$ cat config.mk
export PLATFORM = sky130hd
export DESIGN_NAME = front_middle_back_queue
export DESIGN_NICKNAME = d
export VERILOG_FILES = /design/src/hw/rtl/fmbq_pkg.sv /design/src/hw/rtl/fmbq_ram.sv /design/src/hw/rtl/fmbq_ctrl.sv /design/src/hw/rtl/fmbq_dp.sv /design/src/hw/rtl/front_middle_back_queue.sv
export SDC_FILE = /design/constraint.sdc
export NUM_CORES = 2
export LEC_CHECK = 0
export BUFFER_PORTS_ARGS = -buffer_cell sky130_fd_sc_hd__buf_2
export CORE_UTILIZATION = 60
export DETAILED_ROUTE_END_ITERATION = 16
export MAX_ROUTING_LAYER = met4
export PLACE_DENSITY = 0.84
export SLEW_MARGIN = 20
export SYNTH_ARGS = -nofsm -noshare
export SYNTH_HDL_FRONTEND = slang
export SYNTH_SLANG_ARGS = --single-unit
$ cat constraint.sdc
create_clock -name clk_i -period 11.5 [get_ports clk_i]
set_clock_uncertainty 0.05 [all_clocks]
set_input_delay 0 -clock clk_i [delete_from_list [all_inputs] [get_ports clk_i]]
set_output_delay 0 -clock clk_i [all_outputs]
set_load 0.02 [all_outputs]
$ cat src/hw/rtl/fmbq_pkg.sv
// fmbq_pkg: shared types, constants and pointer helpers of the front/middle/back queue
`default_nettype none

package fmbq_pkg;

  localparam int unsigned DEPTH     = 64;
  localparam int unsigned WORD_BITS = 32;

  localparam int unsigned ADDR_W = (DEPTH > 1) ? $clog2(DEPTH) : 1;
  localparam int unsigned CNT_W  = $clog2(DEPTH + 1);

  localparam int unsigned REQ_W    = 3;
  localparam int unsigned VAL_W    = 32;
  localparam int unsigned STATUS_W = 2;
  localparam int unsigned FILL_W   = 7;
  localparam int unsigned EXT_W    = 64;

  localparam int unsigned IN_RAW_W   = REQ_W + VAL_W;
  localparam int unsigned IN_DATA_W  = ((IN_RAW_W + 7) / 8) * 8;
  localparam int unsigned OUT_RAW_W  = STATUS_W + VAL_W + FILL_W;
  localparam int unsigned OUT_DATA_W = ((OUT_RAW_W + 7) / 8) * 8;

  typedef enum logic [REQ_W-1:0] {
    REQ_PUSH_FRONT = 3'd0,
    REQ_PUSH_MID   = 3'd1,
    REQ_PUSH_BACK  = 3'd2,
    REQ_POP_FRONT  = 3'd3,
    REQ_POP_MID    = 3'd4,
    REQ_POP_BACK   = 3'd5
  } req_e;

  typedef enum logic [STATUS_W-1:0] {
    ST_DONE  = 2'd0,
    ST_EMPTY = 2'd1,
    ST_FULL  = 2'd2
  } status_e;

  typedef enum logic [2:0] {
    S_IDLE,
    S_OP,
    S_BAL,
    S_MOVE,
    S_FIN
  } state_e;

  typedef struct packed {
    logic latch;
    logic do_op;
    logic do_bal;
    logic do_move;
    logic load_out;
  } cmd_t;

  typedef struct packed {
    logic bal_need;
    logic out_free;
  } sts_t;

  // ring pointer plus offset, offset never above DEPTH
  function automatic logic [ADDR_W-1:0] wrap_add(logic [ADDR_W-1:0] p,
                                                 logic [CNT_W-1:0] c);
    logic [CNT_W:0] s;
    s = (CNT_W+1)'(p) + (CNT_W+1)'(c);
    if (s >= (CNT_W+1)'(DEPTH)) begin
      s = s - (CNT_W+1)'(DEPTH);
    end
    return s[ADDR_W-1:0];
  endfunction

  function automatic logic [ADDR_W-1:0] wrap_dec(logic [ADDR_W-1:0] p);
    logic [ADDR_W-1:0] r;
    if (p == '0) begin
      r = ADDR_W'(DEPTH - 1);
    end else begin
      r = p - ADDR_W'(1);
    end
    return r;
  endfunction

endpackage

`default_nettype wire

$ cat src/hw/rtl/fmbq_ram.sv
// fmbq_ram: generic single write, single read ram with registered read data
`default_nettype none

module fmbq_ram #(
  parameter int unsigned WIDTH = 32,
  parameter int unsigned DEPTH = 64
) (
  input  wire logic                                    clk_i,
  input  wire logic                                    we_i,
  input  wire logic [((DEPTH > 1) ? $clog2(DEPTH) : 1)-1:0] waddr_i,
  input  wire logic [WIDTH-1:0]                        wdata_i,
  input  wire logic [((DEPTH > 1) ? $clog2(DEPTH) : 1)-1:0] raddr_i,
  output logic      [WIDTH-1:0]                        rdata_o
);

  logic [WIDTH-1:0] mem_q [DEPTH];

  always_ff @(posedge clk_i) begin
    if (we_i) begin
      mem_q[waddr_i] <= wdata_i;
    end
    rdata_o <= mem_q[raddr_i];
  end

endmodule

`default_nettype wire

$ cat src/hw/rtl/fmbq_ctrl.sv
// fmbq_ctrl: request sequencer of the queue
`default_nettype none

module fmbq_ctrl (
  input  wire logic          clk_i,
  input  wire logic          rst_ni,
  input  wire logic          s_tvalid_i,
  output logic               s_tready_o,
  input  wire fmbq_pkg::sts_t sts_i,
  output fmbq_pkg::cmd_t     cmd_o
);

  fmbq_pkg::state_e state_q, state_d;

  always_ff @(posedge clk_i or negedge rst_ni) begin
    if (!rst_ni) begin
      state_q <= fmbq_pkg::S_IDLE;
    end else begin
      state_q <= state_d;
    end
  end

  always_comb begin
    state_d = state_q;
    unique case (state_q)
      fmbq_pkg::S_IDLE: begin
        if (s_tvalid_i) begin
          state_d = fmbq_pkg::S_OP;
        end
      end
      fmbq_pkg::S_OP: begin
        state_d = fmbq_pkg::S_BAL;
      end
      fmbq_pkg::S_BAL: begin
        state_d = sts_i.bal_need ? fmbq_pkg::S_MOVE : fmbq_pkg::S_FIN;
      end
      fmbq_pkg::S_MOVE: begin
        state_d = fmbq_pkg::S_FIN;
      end
      fmbq_pkg::S_FIN: begin
        if (sts_i.out_free) begin
          state_d = fmbq_pkg::S_IDLE;
        end
      end
      default: begin
        state_d = fmbq_pkg::S_IDLE;
      end
    endcase
  end

  always_comb begin
    s_tready_o = 1'b0;
    cmd_o      = '0;
    unique case (state_q)
      fmbq_pkg::S_IDLE: begin
        s_tready_o  = 1'b1;
        cmd_o.latch = s_tvalid_i;
      end
      fmbq_pkg::S_OP: begin
        cmd_o.do_op = 1'b1;
      end
      fmbq_pkg::S_BAL: begin
        cmd_o.do_bal = 1'b1;
      end
      fmbq_pkg::S_MOVE: begin
        cmd_o.do_move = 1'b1;
      end
      fmbq_pkg::S_FIN: begin
        cmd_o.load_out = sts_i.out_free;
      end
      default: begin
        s_tready_o = 1'b0;
      end
    endcase
  end

endmodule

`default_nettype wire

$ cat src/hw/rtl/fmbq_dp.sv
// fmbq_dp: two ring-buffer halves (front half, back half), pointers and result register
`default_nettype none

module fmbq_dp (
  input  wire logic                              clk_i,
  input  wire logic                              rst_ni,
  input  wire fmbq_pkg::cmd_t                    cmd_i,
  output fmbq_pkg::sts_t                         sts_o,
  input  wire logic [fmbq_pkg::IN_DATA_W-1:0]    s_tdata_i,
  input  wire logic                              m_tready_i,
  output logic                                   m_tvalid_o,
  output logic      [fmbq_pkg::OUT_DATA_W-1:0]   m_tdata_o
);

  localparam int unsigned AW = fmbq_pkg::ADDR_W;
  localparam int unsigned CW = fmbq_pkg::CNT_W;
  localparam int unsigned WB = fmbq_pkg::WORD_BITS;

  // latched request
  logic [fmbq_pkg::REQ_W-1:0] req_q, req_d;
  logic [WB-1:0]              val_q, val_d;

  // front half holds the first fc words, back half the rest
  logic [AW-1:0] fh_q, fh_d, bh_q, bh_d;
  logic [CW-1:0] fc_q, fc_d, bc_q, bc_d;

  logic                          pop_q, pop_d;
  logic                          pop_src_q, pop_src_d;
  logic                          to_b_q, to_b_d;
  logic [fmbq_pkg::STATUS_W-1:0] status_q, status_d;
  logic [WB-1:0]                 pop_data_q, pop_data_d;

  logic                            out_valid_q, out_valid_d;
  logic [fmbq_pkg::OUT_DATA_W-1:0] out_data_q, out_data_d;

  logic          f_we, b_we;
  logic [AW-1:0] f_waddr, f_raddr, b_waddr, b_raddr;
  logic [WB-1:0] f_wdata, b_wdata, f_rdata, b_rdata;

  logic [CW-1:0] n, target;
  logic          full, empty;
  logic [AW-1:0] f_prev, f_tail, f_last, b_prev, b_next, b_tail, b_last;
  logic [fmbq_pkg::EXT_W-1:0]    ext;
  logic [fmbq_pkg::VAL_W-1:0]    out_val;
  logic                          out_free;

  assign n      = fc_q + bc_q;
  assign target = n >> 1;
  assign full   = (n == CW'(fmbq_pkg::DEPTH));
  assign empty  = (n == '0);

  assign f_prev = fmbq_pkg::wrap_dec(fh_q);
  assign f_tail = fmbq_pkg::wrap_add(fh_q, fc_q);
  assign f_last = fmbq_pkg::wrap_add(fh_q, fc_q - CW'(1));
  assign b_prev = fmbq_pkg::wrap_dec(bh_q);
  assign b_next = fmbq_pkg::wrap_add(bh_q, CW'(1));
  assign b_tail = fmbq_pkg::wrap_add(bh_q, bc_q);
  assign b_last = fmbq_pkg::wrap_add(bh_q, bc_q - CW'(1));

  assign out_free       = !out_valid_q || m_tready_i;
  assign sts_o.out_free = out_free;
  assign sts_o.bal_need = (fc_q != target);

  assign ext = fmbq_pkg::EXT_W'($signed(pop_data_q));

  always_comb begin
    if (status_q == fmbq_pkg::ST_EMPTY) begin
      out_val = '1;
    end else if (pop_q) begin
      out_val = ext[fmbq_pkg::VAL_W-1:0];
    end else begin
      out_val = '0;
    end
  end

  always_comb begin
    req_d       = req_q;
    val_d       = val_q;
    fh_d        = fh_q;
    fc_d        = fc_q;
    bh_d        = bh_q;
    bc_d        = bc_q;
    pop_d       = pop_q;
    pop_src_d   = pop_src_q;
    to_b_d      = to_b_q;
    status_d    = status_q;
    pop_data_d  = pop_data_q;
    out_data_d  = out_data_q;
    out_valid_d = out_valid_q && !m_tready_i;
    f_we        = 1'b0;
    f_waddr     = f_tail;
    f_wdata     = val_q;
    f_raddr     = f_last;
    b_we        = 1'b0;
    b_waddr     = b_tail;
    b_wdata     = val_q;
    b_raddr     = bh_q;

    if (cmd_i.latch) begin
      req_d = s_tdata_i[fmbq_pkg::REQ_W-1:0];
      val_d = WB'(s_tdata_i[fmbq_pkg::REQ_W +: fmbq_pkg::VAL_W]);
    end

    if (cmd_i.do_op) begin
      status_d = fmbq_pkg::ST_DONE;
      pop_d    = 1'b0;
      unique case (req_q) inside
        fmbq_pkg::REQ_PUSH_FRONT,
        fmbq_pkg::REQ_PUSH_MID,
        fmbq_pkg::REQ_PUSH_BACK: begin
          if (full) begin
            status_d = fmbq_pkg::ST_FULL;
          end else if (req_q == fmbq_pkg::REQ_PUSH_FRONT) begin
            f_we    = 1'b1;
            f_waddr = f_prev;
            fh_d    = f_prev;
            fc_d    = fc_q + CW'(1);
          end else if (req_q == fmbq_pkg::REQ_PUSH_MID && n[0]) begin
            // odd count: the middle slot is just past the front half
            f_we    = 1'b1;
            f_waddr = f_tail;
            fc_d    = fc_q + CW'(1);
          end else if (req_q == fmbq_pkg::REQ_PUSH_MID) begin
            b_we    = 1'b1;
            b_waddr = b_prev;
            bh_d    = b_prev;
            bc_d    = bc_q + CW'(1);
          end else begin
            b_we    = 1'b1;
            b_waddr = b_tail;
            bc_d    = bc_q + CW'(1);
          end
        end
        fmbq_pkg::REQ_POP_FRONT,
        fmbq_pkg::REQ_POP_MID,
        fmbq_pkg::REQ_POP_BACK: begin
          if (empty) begin
            status_d = fmbq_pkg::ST_EMPTY;
          end else begin
            pop_d = 1'b1;
            if ((req_q == fmbq_pkg::REQ_POP_FRONT && fc_q != '0) ||
                (req_q == fmbq_pkg::REQ_POP_MID && !n[0])) begin
              pop_src_d = 1'b0;
              if (req_q == fmbq_pkg::REQ_POP_FRONT) begin
                f_raddr = fh_q;
                fh_d    = fmbq_pkg::wrap_add(fh_q, CW'(1));
              end else begin
                f_raddr = f_last;
              end
              fc_d = fc_q - CW'(1);
            end else begin
              // single word left, odd middle, or back: taken from the back half
              pop_src_d = 1'b1;
              if (req_q == fmbq_pkg::REQ_POP_BACK) begin
                b_raddr = b_last;
              end else begin
                b_raddr = bh_q;
                bh_d    = b_next;
              end
              bc_d = bc_q - CW'(1);
            end
          end
        end
        default: begin
          status_d = fmbq_pkg::ST_DONE;
        end
      endcase
    end

    if (cmd_i.do_bal) begin
      if (pop_q) begin
        pop_data_d = pop_src_q ? b_rdata : f_rdata;
      end
      if (fc_q > target) begin
        to_b_d  = 1'b1;
        f_raddr = f_last;
        fc_d    = fc_q - CW'(1);
      end else if (fc_q < target) begin
        to_b_d  = 1'b0;
        b_raddr = bh_q;
        bh_d    = b_next;
        bc_d    = bc_q - CW'(1);
      end
    end

    if (cmd_i.do_move) begin
      if (to_b_q) begin
        b_we    = 1'b1;
        b_waddr = b_prev;
        b_wdata = f_rdata;
        bh_d    = b_prev;
        bc_d    = bc_q + CW'(1);
      end else begin
        f_we    = 1'b1;
        f_waddr = f_tail;
        f_wdata = b_rdata;
        fc_d    = fc_q + CW'(1);
      end
    end

    if (cmd_i.load_out) begin
      out_valid_d = 1'b1;
      out_data_d  = fmbq_pkg::OUT_DATA_W'({fmbq_pkg::FILL_W'(n), out_val, status_q});
    end
  end

  always_ff @(posedge clk_i or negedge rst_ni) begin
    if (!rst_ni) begin
      fh_q        <= '0;
      fc_q        <= '0;
      bh_q        <= '0;
      bc_q        <= '0;
      pop_q       <= 1'b0;
      status_q    <= fmbq_pkg::ST_DONE;
      out_valid_q <= 1'b0;
    end else begin
      fh_q        <= fh_d;
      fc_q        <= fc_d;
      bh_q        <= bh_d;
      bc_q        <= bc_d;
      pop_q       <= pop_d;
      status_q    <= status_d;
      out_valid_q <= out_valid_d;
    end
  end

  always_ff @(posedge clk_i) begin
    req_q      <= req_d;
    val_q      <= val_d;
    pop_src_q  <= pop_src_d;
    to_b_q     <= to_b_d;
    pop_data_q <= pop_data_d;
    out_data_q <= out_data_d;
  end

  fmbq_ram #(
    .WIDTH (WB),
    .DEPTH (fmbq_pkg::DEPTH)
  ) u_front_ram (
    .clk_i   (clk_i),
    .we_i    (f_we),
    .waddr_i (f_waddr),
    .wdata_i (f_wdata),
    .raddr_i (f_raddr),
    .rdata_o (f_rdata)
  );

  fmbq_ram #(
    .WIDTH (WB),
    .DEPTH (fmbq_pkg::DEPTH)
  ) u_back_ram (
    .clk_i   (clk_i),
    .we_i    (b_we),
    .waddr_i (b_waddr),
    .wdata_i (b_wdata),
    .raddr_i (b_raddr),
    .rdata_o (b_rdata)
  );

  assign m_tvalid_o = out_valid_q;
  assign m_tdata_o  = out_data_q;

`ifndef SYNTHESIS
  // halves are balanced whenever a new word is taken
  a_balanced_on_accept: assert property (@(posedge clk_i) disable iff (!rst_ni)
    cmd_i.latch |-> (fc_q == target))
    else $error("queue halves out of balance at accept");

  a_load_only_when_free: assert property (@(posedge clk_i) disable iff (!rst_ni)
    cmd_i.load_out |-> (!out_valid_q || m_tready_i))
    else $error("result register overwritten while held");

  a_move_follows_bal: assert property (@(posedge clk_i) disable iff (!rst_ni)
    cmd_i.do_move |-> ($past(cmd_i.do_bal) && $past(sts_o.bal_need)))
    else $error("move step without a rebalance request");

  a_empty_pop_flag: assert property (@(posedge clk_i) disable iff (!rst_ni)
    (cmd_i.do_op && empty && (req_q == fmbq_pkg::REQ_POP_FRONT ||
      req_q == fmbq_pkg::REQ_POP_MID || req_q == fmbq_pkg::REQ_POP_BACK))
    |=> (status_q == fmbq_pkg::ST_EMPTY))
    else $error("pop on empty queue not flagged");
`endif

endmodule

`default_nettype wire

$ cat src/hw/rtl/front_middle_back_queue.sv
// front_middle_back_queue: one word in, one result word out for each accepted word
// each word passes a request step, a read step, an optional half-rebalance move step and a result load
// a new word is taken only once the result of the last one is loaded into the result register
// the result register lets the next word be taken while a result waits on the master side
// reset (rst_ni low, asynchronous) empties the queue; storage contents are not cleared
`default_nettype none

module front_middle_back_queue (
  input  wire logic                            clk_i,
  input  wire logic                            rst_ni,
  input  wire logic                            s_axis_tvalid,
  output logic                                 s_axis_tready,
  // [2:0] req_type, [34:3] push_value, rest zero
  input  wire logic [fmbq_pkg::IN_DATA_W-1:0]  s_axis_tdata,
  output logic                                 m_axis_tvalid,
  input  wire logic                            m_axis_tready,
  // [1:0] status, [33:2] pop_value, [40:34] fill_level, rest zero
  output logic      [fmbq_pkg::OUT_DATA_W-1:0] m_axis_tdata
);

  fmbq_pkg::cmd_t cmd;
  fmbq_pkg::sts_t sts;

  fmbq_ctrl u_ctrl (
    .clk_i      (clk_i),
    .rst_ni     (rst_ni),
    .s_tvalid_i (s_axis_tvalid),
    .s_tready_o (s_axis_tready),
    .sts_i      (sts),
    .cmd_o      (cmd)
  );

  fmbq_dp u_dp (
    .clk_i      (clk_i),
    .rst_ni     (rst_ni),
    .cmd_i      (cmd),
    .sts_o      (sts),
    .s_tdata_i  (s_axis_tdata),
    .m_tready_i (m_axis_tready),
    .m_tvalid_o (m_axis_tvalid),
    .m_tdata_o  (m_axis_tdata)
  );

endmodule

`default_nettype wire

### After elaboration in Yosys (flattened, before gate mapping)

Memories as Yosys holds them, arrays and structs flattened. A register that Yosys moved wholly into a read port is not among the register bits.
Index checks and enable logic that the tools add are counted.

* add/sub/neg operators: 19
* magnitude comparators: 8
* equal/unequal tests: 19
* mux-type cells: 122
* bitwise logic cells: 1
* reduce and logical (&&, ||, !) cells: 24

Operators by type and width (count)
* 6-bit two-way mux: 55
* 32-bit two-way mux: 6
* 7-bit two-way mux: 21
* 6-bit by 1-bit subtractor with 6-bit output, second input constant: 8
* 6-bit by 7-bit adder with 8-bit output: 4
* 8-bit by 7-bit greater-or-equal comparator with 1-bit output, second input constant: 4
* 1-bit two-way mux: 30
* 7-bit case mux with 2 select lines: 2
* 6-bit case mux with 2 select lines: 2
* 3-bit case mux with 5 select lines: 1
* 6-bit by 1-bit adder with 7-bit output, second input constant: 2
* 7-bit by 1-bit adder with 7-bit output, second input constant: 2
* 7-bit greater-or-equal comparator, second input constant: 2
* 7-bit by 1-bit subtractor with 7-bit output, second input constant: 2
* 3-bit by 2-bit equality test with 1-bit output, second input constant: 4
* 6-bit zero test: 2
* 3-bit equality test, second input constant: 3
* 3-bit two-way mux: 3
* 2-bit by 1-bit inequality test with 1-bit output, second input constant: 4
* 7-bit adder: 1
* 7-bit equality test, second input constant: 1
* 7-bit by 6-bit greater-than comparator with 1-bit output: 1
* 7-bit zero test: 1
* 7-bit by 6-bit less-than comparator with 1-bit output: 1
* 17 further kinds: 31

* register bits after elaboration: 143
* bits in writable memories: 4096
* input bits: 44
* memories kept: 2

Memories
* u_dp.u_back_ram.mem_q: words 64, width 32, read ports 1, clocked after memory_dff 1, wr ports 1, RTL line fmbq_ram.sv:16 `logic [WIDTH-1:0] mem_q [DEPTH];`
* u_dp.u_front_ram.mem_q: words 64, width 32, read ports 1, clocked after memory_dff 1, wr ports 1, RTL line fmbq_ram.sv:16

### Longest topological paths before layout

* depth after elaboration: 13
* gate-level depth with buffers: 19
* gate-level depth less buffers: 17

### By module

Synthesis repeated with hierarchy kept, for this count alone.

* cells, all modules: 7912
* area, all modules: 167239.1 um2

By module, submodules not included
* fmbq_ram at u_dp.u_back_ram: times used 1, cells an instance 3511, area each 79039.6 um2, seq. area each 62139.6 um2
* fmbq_ram at u_dp.u_front_ram: times used 1, cells an instance 3324, area each 78515.3 um2, seq. area each 62139.6 um2
* fmbq_dp: times used 1, cells an instance 1058, area each 9487.8 um2, seq. area each 4053.9 um2
* fmbq_ctrl: times used 1, cells an instance 19, area each 196.4 um2, seq. area each 75.1 um2

### Least setup slack after synthesis

OpenSTA, ideal clock, no wires.

* kind: register -> register
* start point: register u_dp.fc_q[0]
* end point: memory u_dp.u_back_ram.mem_q[49][0], enable pin
* library setup time: 0.421 ns
* arrival time: 4.998 ns
* setup slack: 6.031 ns
* cell stages (with the launch flop): 17
* clock period less this slack: 5.469 ns
* cell sequence: dfrtp_1 > ha_1 > inv_1 > fa_1 > xor2_1 > inv_1 > or3_1 > or4_1 > clkbuf_1 > o211ai_1 > o21a_1 > buf_2 > nand2_1 > o21ai_1 > nor2b_1 > nand2_1 > nor2_1

RTL lines
* from (decl): RTL line fmbq_dp.sv:25 `logic [CW-1:0] fc_q, fc_d, bc_q, bc_d;`
* from (signal assigned): RTL line fmbq_dp.sv:210 `fc_q <= '0;`
* from (signal assigned): RTL line fmbq_dp.sv:218 `fc_q <= fc_d;`
* 7-bit adder (*): RTL line fmbq_dp.sv:47 `assign n = fc_q + bc_q;`
* net u_dp.n[2]: RTL line fmbq_dp.sv:40 `logic [CW-1:0] n, target;`
* 7-bit equality test (*): RTL line fmbq_dp.sv:49 `assign full = (n == CW'(fmbq_pkg::DEPTH));`
* 1-bit two-way mux: RTL line fmbq_dp.sv:111 `if (full) begin`
* 1-bit two-way mux: RTL line fmbq_dp.sv:107 `unique case (req_q) inside`
* 1-bit two-way mux: RTL line fmbq_dp.sv:104 `if (cmd_i.do_op) begin`
* 1-bit two-way mux: RTL line fmbq_dp.sv:187 `if (to_b_q) begin`
* 1-bit two-way mux: RTL line fmbq_dp.sv:186 `if (cmd_i.do_move) begin`
* 1-bit two-way mux: RTL line fmbq_ram.sv:19 `if (we_i) begin`
* 1-bit two-way mux (implied by the code): RTL line fmbq_ram.sv:20 `mem_q[waddr_i] <= wdata_i;`
* to (decl): RTL line fmbq_ram.sv:16

The timed path passes the listed nets; every way through them passes the cells marked *.

### Final worst setup path

* start point: register u_dp.bc_q[1]
* end point: register u_dp.u_back_ram.rdata_o[19], read port of u_dp.u_back_ram.mem_q

RTL lines
* from (decl): RTL line fmbq_dp.sv:25
* from (signal assigned): RTL line fmbq_dp.sv:212 `bc_q <= '0;`
* from (signal assigned): RTL line fmbq_dp.sv:220 `bc_q <= bc_d;`
* 7-bit adder (*): RTL line fmbq_dp.sv:47
* net u_dp.n[2]: RTL line fmbq_dp.sv:40
* 7-bit zero test: RTL line fmbq_dp.sv:50 `assign empty = (n == '0);`
* 6-bit two-way mux: RTL line fmbq_dp.sv:137 `if (empty) begin`
* 6-bit two-way mux: RTL line fmbq_dp.sv:107
* 6-bit two-way mux: RTL line fmbq_dp.sv:104
* 6-bit two-way mux: RTL line fmbq_dp.sv:178 `end else if (fc_q < target) begin`
* 6-bit two-way mux: RTL line fmbq_dp.sv:174 `if (fc_q > target) begin`
* 6-bit two-way mux (*): RTL line fmbq_dp.sv:170 `if (cmd_i.do_bal) begin`
* to (decl): RTL line fmbq_ram.sv:13 `output logic [WIDTH-1:0] rdata_o`

Marks and branches as above.
A chain may end at the register's enable or synchronous reset.

==> results.toml <==
[hold_path]
holdPathStages = 3
hp-class = "in2reg"
worstHoldStart = "s_axis_tdata[34]"
min_to = "u_dp.val_q[31]"

[die]
die_h_um = 531
fp.dieArea_mm2 = 0.282
core_area_mm2 = 0.277
initial_core_util_pct = 60.6
io_pins = 94
rows = 193
die_width_um = 531

[global_route]
grt_start_max_net_pins = 118
gr-total-overflow = 0
first_global_vias = 101000
antenna_found_initial = 21
grt_usage_pct = 34.3
grt_first_pass_wirelength_um = 674000

[synth]
ys_types = 86
ys_async_sr_fraction_pct = 0.767
synth.top_cell.area_share_pct = 75.1
yosys-top-cells-area = "edfxtp_1, mux2i_1, o22ai_1, nand2_1, a21oi_1"
yosysTopAreaCell = "edfxtp_1"
synth_ff_type = "edfxtp_1"
syn_avg_cell_area_um2 = 16.7
synth_cells = 10100
synth_seq_cells = 4303
yosysSeqAreaShare_pct = 76.4
synth_edf_count = 4206
syn_area_mm2 = 0.168
yosysWarningCount = 0

[clock_network]
clk_latency_ps = 1000
cts.repair.resized = 0
clk_pin_slew_worst_paths_ps = 70
clk_path_buf_depth = 4
htreeDepth = 5
numCtsBuffers = 406
cts_root_buf = "clkbuf_16"
clock-sinks = 4303
cts_setup_buffers = 0
cts_tree = "yes"
hold_buffers = 78

[worst_setup_path]
reg2reg_depth = 15
crit_arrival_ps = 8690
start_kind = "register"
worstPathRequired_ps = 12220
crit_type = "reg2reg"
reg2reg_setup_slack_ps = 3520
r2r-start = "u_dp.bc_q[1]"
cp_max_fo = 60
r2r-end = "u_dp.u_back_ram.rdata_o[19]"
end_kind = "register"

[sta]
tightest_slew_ps = 1270
relSlewSlack_pct = 14.4
rsz0062_at_grt = "no"
finalSetupTns_ps = 0
fmax_mhz = 125
fin_ws_ps = 3520
finalMaxSlewViolations = 0
period_share_pct = 69.4
finalSetupViolCount = 0
finalHoldViolCount = 0
post-route-min-period_ps = 7980

[place]
io_buffers = 81
dpl.hpwl_um = 245000
place_ws_ps = 3970
placed_cells = 13500
place.gp.congestion = 0.903

[cells_and_area]
nFillCells = 16100
syn2layout_area_growth_pct = 12.1
drive_gt1_share_pct = 11.8
final_cells = 14400
fin_nets = 10400

[routing]
viasPerCell = 7.09
final_antenna_net_count = 0
vias = 102000
drt_pass1_iterations = 6
wire_per_inst_um = 33.3
drt-total-wl_um = 478000
drtIter0Drc = 16600
drc = 0

[job]
cap_violations = 0

[run_status]
status = "completed"
==> placed cells by master, fill, tap and decap left out, types with 37 or more instances in the layout <==
| cell type | n |
|---|---|
| a21oi_1 | 342 |
| buf_2 | 81 |
| buf_4 | 237 |
| bufinv_16 | 38 |
| clkbuf_1 | 104 |
| clkbuf_16 | 408 |
| clkinv_1 | 73 |
| clkinv_2 | 63 |
| dfxtp_1 | 64 |
| dlygate4sd3_1 | 77 |
| edfxtp_1 | 4206 |
| ha_1 | 41 |
| inv_1 | 37 |
| mux2i_1 | 1632 |
| mux4_2 | 47 |
| nand2_1 | 964 |
| nand2_4 | 60 |
| nand3_1 | 134 |
| nand4_1 | 62 |
| nor2_1 | 73 |
| nor2_4 | 131 |
| nor3_1 | 43 |
| nor4_1 | 96 |
| o21ai_0 | 108 |
| o221ai_1 | 100 |
| o22ai_1 | 738 |
| o41ai_1 | 117 |
==> metal layers <==
layer	wire [µm]	vias up	global-route usage [%]	share of wire, %
li1	-	40400	-	-
met1	152000	49600	40.5	32
met2	224000	9651	53.1	47
met3	67100	2182	7.93	14
met4	35100	0	22.5	7.3
met5	0	-	-	0
==> worst max path at each step <==
stage                  from                      endpoint  depth (start not counted)
2_1_floorplan  u_dp.fc_q[0]  u_dp.u_back_ram.mem_q[49][0]                         16
3_3_place_gp   u_dp.bc_q[1]   u_dp.u_back_ram.rdata_o[16]                         15
3_5_place_dp   u_dp.bc_q[1]   u_dp.u_back_ram.rdata_o[21]                         15
4_1_cts        u_dp.bc_q[1]   u_dp.u_back_ram.rdata_o[19]                         15
5_1_grt        u_dp.bc_q[1]   u_dp.u_back_ram.rdata_o[19]                         15
6_report       u_dp.bc_q[1]   u_dp.u_back_ram.rdata_o[19]                         15
==> flip-flops by register name (all words and copies together) (netlist names) <==
name	flops
u_dp.req_q	3
u_dp.fh_q	6
u_dp.bc_q	7
u_dp.u_back_ram.rdata_o	32
u_dp.to_b_q	1
u_dp.m_tvalid_o	1
u_dp.u_front_ram.rdata_o	32
u_dp.pop_data_q	32
u_dp.pop_q	1
u_dp.u_front_ram.mem_q	2048
u_dp.status_q	2
u_ctrl.state_q	3
u_dp.val_q	32
u_dp.u_back_ram.mem_q	2048
u_dp.fc_q	7
u_dp.pop_src_q	1
u_dp.m_tdata_o	41
u_dp.bh_q	6
==> layout make-up <==
cell class | instances | area, µm² | share of cell area [%]
antenna | 18 | 45.0 | 0.0239
clock buffer | 536 | 10900 | 5.80
clock inverter | 220 | 2410 | 1.28
inverter | 39 | 146 | 0.0777
multi-input combinational | 5133 | 38500 | 20.4
sequential | 4303 | 128000 | 68.2
tap | 3705 | 4640 | 2.46
timing repair buffer | 414 | 3340 | 1.77
==> worst max-delay path, cell delays in order, from the launching register on <==
cell,delay (ps)
dfrtp_1,680
inv_1,230
fa_1,500
xor2_1,230
inv_1,80
or3_1,360
nor4_4,590
a211o_1,620
nor2_1,180
a21oi_4,810
buf_4,730
buf_4,910
mux2i_1,300
o22ai_1,150
o41ai_1,1000
nand4_1,210
==> per-stage QoR <==
stage          utilization, %  hold slack, ps  area (µm²)
3_5_place_dp             62.7             128      174000
6_report                 67.9             215      188000
4_1_cts                  67.8             146      188000
5_1_grt                  67.9             244      188000
3_3_place_gp             62.7             130      174000
2_1_floorplan               -            -346      168000
==> synthesized netlist by cell type (37+ instances only) <==
library cell / count
inv_1: 38
nor4_1: 96
edfxtp_1: 4206
nand4_1: 62
o21ai_0: 109
a21oi_1: 344
buf_2: 275
nand2_1: 1037
nor3_1: 44
o41ai_1: 130
buf_4: 37
dfxtp_1: 64
nor2_1: 204
ha_1: 41
nand3_1: 135
buf_1: 47
o22ai_1: 738
clkbuf_1: 236
o221ai_1: 100
mux4_2: 47
mux2i_1: 1633
==> logic make-up after synthesis <==
| logic type | synth area share (%) |
|---|---|
| XOR/XNOR | 0.274 |
| AO/OA/AOI/OAI | 6.25 |
| adder cells (fa/ha/maj) | 0.365 |
| other | 0.00223 |
| buffers and inverters | 1.74 |
| multiplexers | 10.6 |
| flip-flops | 76.4 |
| AND/OR/NAND/NOR | 4.36 |
Power is left out: the tool's default activity adds up to more than one toggle a clock period on the data nets, which glitch-free logic cannot reach.
